--- src/rtl/pfm_pkg.sv ---
// ----------------------------------------------------------------------------
// pfm_pkg
// Shared codes, widths and constants of the pulse flow meter.
// ----------------------------------------------------------------------------
`default_nettype none

package pfm_pkg;

	// request codes
	localparam logic [1:0] REQ_PULSE   = 2'd0;
	localparam logic [1:0] REQ_SAMPLE  = 2'd1;
	localparam logic [1:0] REQ_RESTORE = 2'd2;

	// configuration register indexes
	localparam logic [1:0] REG_PPL       = 2'd0;
	localparam logic [1:0] REG_LPS       = 2'd1;
	localparam logic [1:0] REG_EMA_SHIFT = 2'd2;

	// register reset values
	localparam logic [15:0] PPL_RESET       = 16'd270;
	localparam logic [7:0]  LPS_RESET       = 8'd1;
	localparam logic [2:0]  EMA_SHIFT_RESET = 3'd2;

	// 60e6 * 256 = 234375 * 2^16
	localparam logic [17:0] FLOW_K     = 18'd234375;
	localparam int          FLOW_K_SHL = 16;

	// field widths
	localparam int FLOW_W  = 24;
	localparam int TOTAL_W = 48;
	localparam int STEPS_W = 40;
	localparam int DUE_W   = 16;
	localparam int PCNT_W  = 16;
	localparam int SPS_W   = 24;

	typedef logic [FLOW_W-1:0]  flow_t;
	typedef logic [TOTAL_W-1:0] total_t;
	typedef logic [STEPS_W-1:0] steps_t;

	localparam flow_t  FLOW_MAX  = '1;
	localparam total_t TOTAL_MAX = '1;
	localparam steps_t STEPS_MAX = '1;

endpackage

`default_nettype wire

--- src/rtl/pulse_flow_meter_ema.sv ---
// ----------------------------------------------------------------------------
// pulse_flow_meter_ema
// Pulse flow meter front end: pulse counting, raw and smoothed flow rate,
// total volume and persisted counter steps.
//
//   channel | signals                               | direction
//   --------+---------------------------------------+----------
//   in      | in_valid/in_ready, req_type,          | input
//           | window_us, restore_steps              |
//   out     | out_valid/out_ready, flow_raw_q8,     | output
//           | flow_ema_q8, pulse_total,             |
//           | liters_total_q8, new_steps            |
//   cfg     | cfg_we, cfg_index, cfg_data           | input
//
// Pulse transactions can arrive back to back.
// A sample runs the 56-step bit-serial liters divider; the step and flow
// dividers run alongside it.
// A restore runs the 24-step serial multiplier.
// Reset is asynchronous; the result register frees the input side, and a
// finished sample waits in its last state while the previous result is not taken.
// ----------------------------------------------------------------------------
`default_nettype none

module pulse_flow_meter_ema (
	input  wire logic        clk,
	input  wire logic        arst_n,
	input  wire logic        in_valid,
	output logic             in_ready,
	input  wire logic [1:0]  req_type,
	input  wire logic [23:0] window_us,
	input  wire logic [39:0] restore_steps,
	output logic             out_valid,
	input  wire logic        out_ready,
	output logic [23:0]      flow_raw_q8,
	output logic [23:0]      flow_ema_q8,
	output logic [47:0]      pulse_total,
	output logic [47:0]      liters_total_q8,
	output logic [15:0]      new_steps,
	input  wire logic        cfg_we,
	input  wire logic [1:0]  cfg_index,
	input  wire logic [15:0] cfg_data
);

	localparam logic [2:0] ST_IDLE  = 3'd0;
	localparam logic [2:0] ST_PREP  = 3'd1;
	localparam logic [2:0] ST_START = 3'd2;
	localparam logic [2:0] ST_RUN   = 3'd3;
	localparam logic [2:0] ST_FIN   = 3'd4;

	localparam int RAW_NW = 34 + pfm_pkg::FLOW_K_SHL;
	localparam int LIT_NW = pfm_pkg::TOTAL_W + 8;

	// configuration
	logic [15:0] ppl_q;
	logic [7:0]  lps_q;
	logic [2:0]  ema_shift_q;

	// block state
	logic [2:0]                    state_q;
	logic                          is_sample_q;
	logic [pfm_pkg::PCNT_W-1:0]    pulses_q;
	pfm_pkg::total_t               total_q;
	pfm_pkg::steps_t               persisted_q;
	pfm_pkg::flow_t                ema_q;
	logic                          seeded_q;

	// per-item operands
	logic [pfm_pkg::PCNT_W-1:0]    p_q;
	logic [23:0]                   elapsed_q;
	logic [15:0]                   eppl_q;
	logic [pfm_pkg::SPS_W-1:0]     sps_q;
	pfm_pkg::steps_t               rsteps_q;
	logic [33:0]                   pk_q;
	logic [39:0]                   den_raw_q;

	// result register
	logic                          out_valid_q;
	pfm_pkg::flow_t                raw_out_q;
	pfm_pkg::flow_t                ema_out_q;
	pfm_pkg::total_t               total_out_q;
	pfm_pkg::total_t               liters_out_q;
	logic [pfm_pkg::DUE_W-1:0]     due_out_q;

	// arithmetic units
	logic                          div_start;
	logic                          mul_start;
	logic                          tgt_busy;
	logic                          raw_busy;
	logic                          lit_busy;
	logic                          mul_busy;
	logic [pfm_pkg::TOTAL_W-1:0]   tgt_quo;
	logic [RAW_NW-1:0]             raw_quo;
	logic [LIT_NW-1:0]             lit_quo;
	logic [63:0]                   mul_prod;

	// handshake and combinational values
	logic                          in_fire;
	logic                          fin_fire;
	logic [15:0]                   eppl;
	logic [7:0]                    elps;
	logic [pfm_pkg::TOTAL_W:0]     total_sum;
	pfm_pkg::steps_t               target;
	pfm_pkg::steps_t               step_diff;
	logic                          step_up;
	logic [pfm_pkg::DUE_W-1:0]     due;
	pfm_pkg::flow_t                raw;
	logic [31:0]                   ema_ext;
	logic [31:0]                   ema_acc;
	logic [31:0]                   ema_rnd;
	pfm_pkg::flow_t                ema_next;
	pfm_pkg::total_t               liters;
	pfm_pkg::total_t               restore_total;

	assign in_ready = (state_q == ST_IDLE);
	assign in_fire  = in_valid && in_ready;
	assign fin_fire = (state_q == ST_FIN) && (!is_sample_q || !out_valid_q || out_ready);

	// zero register values count as one
	assign eppl = (ppl_q == '0) ? 16'd1 : ppl_q;
	assign elps = (lps_q == '0) ? 8'd1 : lps_q;

	assign total_sum = {1'b0, total_q}
		+ {{(pfm_pkg::TOTAL_W + 1 - pfm_pkg::PCNT_W){1'b0}}, pulses_q};

	// configuration writes
	always_ff @(posedge clk or negedge arst_n) begin
		if (!arst_n) begin
			ppl_q       <= pfm_pkg::PPL_RESET;
			lps_q       <= pfm_pkg::LPS_RESET;
			ema_shift_q <= pfm_pkg::EMA_SHIFT_RESET;
		end else if (cfg_we) begin
			case (cfg_index)
				pfm_pkg::REG_PPL:       ppl_q       <= cfg_data;
				pfm_pkg::REG_LPS:       lps_q       <= cfg_data[7:0];
				pfm_pkg::REG_EMA_SHIFT: ema_shift_q <= cfg_data[2:0];
				default: ;
			endcase
		end
	end

	// sequencer
	always_ff @(posedge clk or negedge arst_n) begin
		if (!arst_n) begin
			state_q     <= ST_IDLE;
			is_sample_q <= 1'b0;
		end else begin
			case (state_q)
				ST_IDLE: begin
					if (in_fire && (req_type == pfm_pkg::REQ_SAMPLE)) begin
						state_q     <= ST_PREP;
						is_sample_q <= 1'b1;
					end else if (in_fire && (req_type == pfm_pkg::REQ_RESTORE)) begin
						state_q     <= ST_PREP;
						is_sample_q <= 1'b0;
					end
				end
				ST_PREP:  state_q <= ST_START;
				ST_START: state_q <= ST_RUN;
				ST_RUN: begin
					if (!tgt_busy && !raw_busy && !lit_busy && !mul_busy) begin
						state_q <= ST_FIN;
					end
				end
				ST_FIN: begin
					if (fin_fire) begin
						state_q <= ST_IDLE;
					end
				end
				default: state_q <= ST_IDLE;
			endcase
		end
	end

	// operand capture and constant products
	always_ff @(posedge clk) begin
		if (in_fire) begin
			p_q       <= pulses_q;
			elapsed_q <= window_us;
			eppl_q    <= eppl;
			sps_q     <= {8'd0, eppl} * {16'd0, elps};
			rsteps_q  <= restore_steps;
		end
		if (state_q == ST_PREP) begin
			pk_q      <= p_q * pfm_pkg::FLOW_K;
			den_raw_q <= elapsed_q * eppl_q;
		end
	end

	assign div_start = (state_q == ST_START) && is_sample_q;
	assign mul_start = (state_q == ST_START) && !is_sample_q;

	// total pulses / pulses per step
	pfm_div #(.NW(pfm_pkg::TOTAL_W), .DW(pfm_pkg::SPS_W)) u_div_tgt (
		.clk    (clk),
		.arst_n (arst_n),
		.start  (div_start),
		.num    (total_q),
		.den    (sps_q),
		.busy   (tgt_busy),
		.quo    (tgt_quo)
	);

	// pulses * 60e6 * 256 / (elapsed * pulses per liter)
	pfm_div #(.NW(RAW_NW), .DW(40)) u_div_raw (
		.clk    (clk),
		.arst_n (arst_n),
		.start  (div_start),
		.num    ({pk_q, {pfm_pkg::FLOW_K_SHL{1'b0}}}),
		.den    (den_raw_q),
		.busy   (raw_busy),
		.quo    (raw_quo)
	);

	// total pulses * 256 / pulses per liter
	pfm_div #(.NW(LIT_NW), .DW(16)) u_div_lit (
		.clk    (clk),
		.arst_n (arst_n),
		.start  (div_start),
		.num    ({total_q, 8'd0}),
		.den    (eppl_q),
		.busy   (lit_busy),
		.quo    (lit_quo)
	);

	// restored steps * pulses per step
	pfm_mul #(.AW(pfm_pkg::STEPS_W), .BW(pfm_pkg::SPS_W)) u_mul (
		.clk    (clk),
		.arst_n (arst_n),
		.start  (mul_start),
		.a      (rsteps_q),
		.b      (sps_q),
		.busy   (mul_busy),
		.prod   (mul_prod)
	);

	// saturate unit results
	always_comb begin
		target    = (tgt_quo[47:40] != '0) ? pfm_pkg::STEPS_MAX : tgt_quo[39:0];
		step_up   = (target > persisted_q);
		step_diff = target - persisted_q;
		if (!step_up) begin
			due = '0;
		end else if (step_diff[39:16] != '0) begin
			due = '1;
		end else begin
			due = step_diff[15:0];
		end

		if (elapsed_q == '0) begin
			raw = '0;
		end else if (raw_quo[RAW_NW-1:24] != '0) begin
			raw = pfm_pkg::FLOW_MAX;
		end else begin
			raw = raw_quo[23:0];
		end

		liters        = (lit_quo[55:48] != '0) ? pfm_pkg::TOTAL_MAX : lit_quo[47:0];
		restore_total = (mul_prod[63:48] != '0) ? pfm_pkg::TOTAL_MAX : mul_prod[47:0];
	end

	// ema: (ema * (2^s - 1) + raw + round) >> s
	always_comb begin
		ema_ext = {8'd0, ema_q};
		ema_rnd = (32'd1 << ema_shift_q) >> 1;
		ema_acc = (ema_ext << ema_shift_q) - ema_ext + {8'd0, raw} + ema_rnd;
		ema_next = raw;
		if (seeded_q) begin
			ema_next = 24'((ema_acc >> ema_shift_q) & 32'h00FF_FFFF);
		end
	end

	// meter state
	always_ff @(posedge clk or negedge arst_n) begin
		if (!arst_n) begin
			pulses_q    <= '0;
			total_q     <= '0;
			persisted_q <= '0;
			ema_q       <= '0;
			seeded_q    <= 1'b0;
		end else begin
			if (in_fire && (req_type == pfm_pkg::REQ_PULSE) && (pulses_q != '1)) begin
				pulses_q <= pulses_q + 1'b1;
			end
			if (in_fire && (req_type == pfm_pkg::REQ_SAMPLE)) begin
				pulses_q <= '0;
				total_q  <= total_sum[pfm_pkg::TOTAL_W] ? pfm_pkg::TOTAL_MAX
				                                        : total_sum[pfm_pkg::TOTAL_W-1:0];
			end
			if (fin_fire && is_sample_q) begin
				if (step_up) begin
					persisted_q <= target;
				end
				ema_q    <= ema_next;
				seeded_q <= 1'b1;
			end
			if (fin_fire && !is_sample_q) begin
				persisted_q <= rsteps_q;
				total_q     <= restore_total;
			end
		end
	end

	// result register
	always_ff @(posedge clk or negedge arst_n) begin
		if (!arst_n) begin
			out_valid_q <= 1'b0;
		end else if (fin_fire && is_sample_q) begin
			out_valid_q <= 1'b1;
		end else if (out_ready) begin
			out_valid_q <= 1'b0;
		end
	end

	always_ff @(posedge clk) begin
		if (fin_fire && is_sample_q) begin
			raw_out_q    <= raw;
			ema_out_q    <= ema_next;
			total_out_q  <= total_q;
			liters_out_q <= liters;
			due_out_q    <= due;
		end
	end

	assign out_valid       = out_valid_q;
	assign flow_raw_q8     = raw_out_q;
	assign flow_ema_q8     = ema_out_q;
	assign pulse_total     = total_out_q;
	assign liters_total_q8 = liters_out_q;
	assign new_steps       = due_out_q;

	// a sample or restore transaction closes the input side
	assert property (@(posedge clk) disable iff (!arst_n)
		in_fire && ((req_type == pfm_pkg::REQ_SAMPLE) || (req_type == pfm_pkg::REQ_RESTORE))
		|=> !in_ready)
	else $error("input side still open after a sample or restore transaction");

	// a counted pulse always leaves a nonzero window count
	assert property (@(posedge clk) disable iff (!arst_n)
		in_fire && (req_type == pfm_pkg::REQ_PULSE) |=> (pulses_q != '0))
	else $error("pulse transaction not counted");

	// a divider or the multiplier is running after a start
	assert property (@(posedge clk) disable iff (!arst_n)
		(state_q == ST_START) |=> (tgt_busy || mul_busy))
	else $error("no unit running after start");

	// a result appears only from the final state of a sample
	assert property (@(posedge clk) disable iff (!arst_n)
		$rose(out_valid_q) |-> ($past(state_q) == ST_FIN) && $past(is_sample_q))
	else $error("result raised outside a finished sample");

endmodule

`default_nettype wire

--- src/rtl/pfm_div.sv ---
// ----------------------------------------------------------------------------
// pfm_div
// Bit-serial restoring divider, one quotient bit per clock.
// ----------------------------------------------------------------------------
`default_nettype none

module pfm_div #(
	parameter int NW = 48,
	parameter int DW = 24
) (
	input  wire logic          clk,
	input  wire logic          arst_n,
	input  wire logic          start,
	input  wire logic [NW-1:0] num,
	input  wire logic [DW-1:0] den,
	output logic               busy,
	output logic [NW-1:0]      quo
);

	localparam int CW = $clog2(NW + 1);

	logic [NW-1:0] acc_q;
	logic [DW-1:0] rem_q;
	logic [DW-1:0] den_q;
	logic [CW-1:0] cnt_q;
	logic [DW:0]   trial;
	logic [DW:0]   diff;
	logic          qbit;

	// one trial subtract per step
	always_comb begin
		trial = {rem_q, acc_q[NW-1]};
		diff  = trial - {1'b0, den_q};
		qbit  = ~diff[DW];
	end

	// step counter
	always_ff @(posedge clk or negedge arst_n) begin
		if (!arst_n) begin
			cnt_q <= '0;
		end else if (start) begin
			cnt_q <= CW'(NW);
		end else if (cnt_q != '0) begin
			cnt_q <= cnt_q - 1'b1;
		end
	end

	// numerator shifts out as quotient shifts in
	always_ff @(posedge clk) begin
		if (start) begin
			acc_q <= num;
			rem_q <= '0;
			den_q <= den;
		end else if (cnt_q != '0) begin
			acc_q <= {acc_q[NW-2:0], qbit};
			rem_q <= qbit ? diff[DW-1:0] : trial[DW-1:0];
		end
	end

	assign busy = (cnt_q != '0);
	assign quo  = acc_q;

endmodule

`default_nettype wire

--- src/rtl/pfm_mul.sv ---
// ----------------------------------------------------------------------------
// pfm_mul
// Bit-serial shift-add multiplier, one multiplier bit per clock, msb first.
// ----------------------------------------------------------------------------
`default_nettype none

module pfm_mul #(
	parameter int AW = 40,
	parameter int BW = 24
) (
	input  wire logic             clk,
	input  wire logic             arst_n,
	input  wire logic             start,
	input  wire logic [AW-1:0]    a,
	input  wire logic [BW-1:0]    b,
	output logic                  busy,
	output logic [AW+BW-1:0]      prod
);

	localparam int CW = $clog2(BW + 1);

	logic [AW+BW-1:0] acc_q;
	logic [AW-1:0]    a_q;
	logic [BW-1:0]    b_q;
	logic [CW-1:0]    cnt_q;
	logic [AW+BW-1:0] addend;

	// partial product for the current bit
	assign addend = b_q[BW-1] ? {{BW{1'b0}}, a_q} : '0;

	// step counter
	always_ff @(posedge clk or negedge arst_n) begin
		if (!arst_n) begin
			cnt_q <= '0;
		end else if (start) begin
			cnt_q <= CW'(BW);
		end else if (cnt_q != '0) begin
			cnt_q <= cnt_q - 1'b1;
		end
	end

	// accumulate
	always_ff @(posedge clk) begin
		if (start) begin
			acc_q <= '0;
			a_q   <= a;
			b_q   <= b;
		end else if (cnt_q != '0) begin
			acc_q <= {acc_q[AW+BW-2:0], 1'b0} + addend;
			b_q   <= {b_q[BW-2:0], 1'b0};
		end
	end

	assign busy = (cnt_q != '0);
	assign prod = acc_q;

endmodule

`default_nettype wire

--- config.mk ---
export PLATFORM = sky130hd
export DESIGN_NAME = pulse_flow_meter_ema
export DESIGN_NICKNAME = d
export VERILOG_FILES = /design/src/rtl/pfm_pkg.sv /design/src/rtl/pulse_flow_meter_ema.sv /design/src/rtl/pfm_div.sv /design/src/rtl/pfm_mul.sv
export SDC_FILE = /design/constraint.sdc
export NUM_CORES = 2
export LEC_CHECK = 0
export ABC_AREA = 1
export BUFFER_PORTS_ARGS = -buffer_cell sky130_fd_sc_hd__buf_2
export CAP_MARGIN = 20
export CORE_UTILIZATION = 40
export CTS_CLUSTER_DIAMETER = 120
export DETAILED_ROUTE_END_ITERATION = 12
export PLACE_DENSITY_LB_ADDON = 0.08
export RECOVER_POWER = 25
export SYNTH_ARGS = -nofsm -noshare
export SYNTH_HDL_FRONTEND = slang
export SYNTH_SLANG_ARGS = --single-unit
--- constraint.sdc ---
create_clock -name clk -period 8.6 [get_ports clk]
set_input_delay 1.72 -clock clk [delete_from_list [all_inputs] [get_ports clk]]
set_output_delay 1.72 -clock clk [all_outputs]
set_load 0.02 [all_outputs]
==> results_dict.tcl <==
set metrics [dict create \
    seq_area_um2 26840 \
    min_period_ps 7330 \
    worstPathArrival_ps 7850 \
    synthArstFlopShare_pct 18.78 \
    status "finished, violations left" \
    postSynthCellCount 9706 \
    criticalPathCategory "reg2reg" \
    regToRegSetupSlack_ps 1270 \
    drv_slew 373 \
    worst_pin_slew_ps 4345 \
    die-area_um2 195700 \
    finalSetupTns_ps 0 \
    drt-met1-wl_um 113100 \
    gr-total-overflow 0 \
    end_kind "flop" \
    grt_first_pass_wirelength_um 373400 \
    final_util_pct 44.33 \
    clock_path_buffers 3 \
    synth_warnings 0 \
    ys_types 63 \
    netlist_top_cells_area "edfxtp_1 24%, fa_1 13%, nand2_1 12%, inv_1 9.6%, ha_1 8.6%" \
    syn_nets 10840 \
    coreArea_um2 192600 \
    fin_total_pwr_mw 13.39 \
    required_ps 9120 \
    fin_skew_ps 50.63 \
    synth_seq_cells 980 \
    met2WireLength_um 109300 \
    rsz0062_at_grt "false" \
    place.gp.congestion 0.9334 \
    wl_met3_um 11140 \
    areaGrowthSynthToFinish_pct 10.04 \
    post_cts_resized 0 \
    vias 63070 \
    drt_pass1_iterations 5 \
    vias_per_cell 5.061 \
    synth_area_per_cell_um2 7.993 \
    fmax_ghz 0.1364 \
    clock_sinks 980 \
    cts_made_buffers 118 \
    violations "max-capacitance violations, max-slew violations" \
    synth-edff-count 628 \
    ios 251 \
    routedWlPerCell_um 19.30 \
    max_slew_margin_pct -189.7 \
    drive_above_1_share_pct 5.719 \
    die_w_um 442.4 \
    track_usage_pct 24.43 \
    core.rowCount 161 \
    grt_antenna_before_repair 6 \
    dr.first_iter.drc_count 4344 \
    die_y_um 442.4 \
    ir_drop_mv 0.2017 \
    dp_hpwl_um 187900 \
    hold_viol 0 \
    power.density_nw_per_um2 156.8 \
    setup_viol 0 \
    yosysSeqAreaShare_pct 34.59 \
    grt_pass1_vias 63390 \
    ys.flop_type "edfxtp_1" \
    max_cap_viol_count 10 \
    nets 10960 \
    leakage_nw 42.25 \
    numPortBuffers 250 \
    fill_cells 19520 \
    min_period_over_period_pct 85.24 \
    cts_root_buffer "clkbuf_16" \
    synth.top_cell.area_share_pct 24.31 \
    finalWirelength_um 240500 \
    clock_latency_ps 800 \
    r2r_cells 22 \
    drc 0 \
    start_util_pct 40.28 \
    ant_nets 0 \
    multi_input_area_um2 42040 \
    grt_max_degree 140 \
    cts-hold-fix-buffers 0 \
    hold_depth 0 \
    startpoint_type "flop" \
    syn_area_um2 77580 \
    path_max_fanout 25 \
    synth_area_leader_cell "edfxtp_1" \
    dr.max_layer_used "met4" \
    clk_pin_slew_ps 60 \
    hp-class "reg2reg" \
    post_cts_buffers 0 \
    htreeDepth 3 \
    tritoncts "done" \
]
final timing paths:
| kind | start | to |
|---|---|---|
| max | eppl_q[10] | den_raw_q[33] |
| max reg2reg | eppl_q[10] | den_raw_q[33] |
| max in group asynchronous | arst_n | ema_shift_q[0] |
| min | den_raw_q[4] | u_div_raw.den_q[4] |
| min in group asynchronous | arst_n | ppl_q[14] |
| min reg2reg | den_raw_q[4] | u_div_raw.den_q[4] |
per-layer routing:
| layer | GRT usage [%] | vias to the layer above |
|---|---|---|
| met3 | 2.547 | 293 |
| met1 | 34.61 | 30300 |
| li1 | - | 30900 |
| met5 | 0 | - |
| met2 | 39.59 | 1577 |
| met4 | 6.674 | 0 |
metrics by stage:
stage | cells | hold slack, ps | instance area, um2 | setup slack, ps
floorplan | 9706 | 400.3 | 77580 | 1325
global placement | 12230 | 401.3 | 81270 | 1931
detailed placement | 12230 | 404.5 | 81270 | 1860
CTS | 12450 | 413.2 | 85380 | 1834
global route | 12460 | 424.6 | 85360 | 971.2
finish | 12460 | 405.8 | 85370 | 1270
cells in the mapped netlist (40+ instances only):
cell / count
o21ai_1: 65
dfxtp_1: 168
o21bai_1: 67
fa_1: 510
a21oi_1: 418
nand2_1: 2468
nand4_1: 75
xor2_1: 142
clkbuf_1: 247
nor2_1: 596
nor4_1: 40
nand3_1: 413
xnor2_1: 93
inv_1: 1974
nor3_1: 89
o21ai_0: 560
o22ai_1: 41
ha_1: 531
edfxtp_1: 628
dfrtp_1: 178
cell families (layout without fill, tap and decap cells):
| logic type | count (synthesis) | after routing | share of synthesized area (%) |
|---|---|---|---|
| AOI/OAI and AO/OA | 1351 | 1351 | 9.637 |
| xor gates and xnor gates | 235 | 235 | 2.653 |
| adders and majority gates | 1041 | 1041 | 21.73 |
| buffers and inverters | 2303 | 2529 | 11.25 |
| DFF | 980 | 980 | 34.59 |
| muxes | 16 | 16 | 0.2194 |
| other | 0 | 3 | 0 |
| and+or+nand+nor | 3780 | 3780 | 19.92 |
worst max-delay path, stage by stage, from the launching register on:
cell and delay, ps:
edfxtp_1 310, clkbuf_1 1290, nand2_1 210, fa_1 620
inv_1 60, fa_1 500, fa_1 520, fa_1 520
fa_1 540, inv_1 50, fa_1 530, inv_1 40
ha_1 360, a21oi_1 200, o21ai_0 150, nand2_1 90
o211ai_1 80, or2_2 330, a21oi_1 250, o21bai_1 140
nand2_1 100, a21o_1 110, nand2_1 50
report_power, final:
part | internal (mW) | switching (mW) | total (mW) | leakage (nW)
logic | 1.02 | 1.86 | 2.88 | 30.6
registers | 5.09 | 0.103 | 5.20 | 9.70
clock network | 3.07 | 2.24 | 5.31 | 1.98
final cells by class:
cell class,instances,area share [%]
antenna,3,0.008794
clock buffer,144,3.705
clock inverter,81,1.108
inverter,1988,8.756
multi-input combinational,6423,49.24
sequential,980,31.44
tap,2526,3.702
timing repair buffer,316,2.040
flip-flops by register name, indices dropped and copies added (netlist names), 48 cells and up:
| signal | count |
|---|---|
| u_mul.prod | 64 |
| u_div_lit.quo | 56 |
| total_q | 48 |
| u_div_raw.quo | 50 |
| u_div_tgt.quo | 48 |
| pulse_total | 48 |
| liters_total_q8 | 48 |
cells in the final DEF (no fill, tap or decap), types with 13 or more instances in the layout:
cell type	instances
buf_2	227
nor3_1	89
xnor2_1	93
o21ai_1	65
or2_2	24
buf_4	49
nand3_1	413
ha_1	531
inv_1	1970
a31oi_1	35
clkinv_1	14
o22ai_1	41
a21oi_1	418
edfxtp_1	628
nand2_1	2465
xor2_1	142
nand3b_1	13
clkbuf_1	53
dfrtp_1	176
dfxtp_1	168
clkbuf_16	120
nand4_1	75
bufinv_16	14
and2_1	18
a21o_1	34
o21ai_0	560
o211ai_1	27
clkinvlp_4	13
fa_1	510
nor4_1	41
o31ai_1	39
clkinv_2	22
nor2_1	593
o21a_1	16
a21boi_0	20
o21bai_1	67
Note: power is estimated with default switching activity, not from simulation.
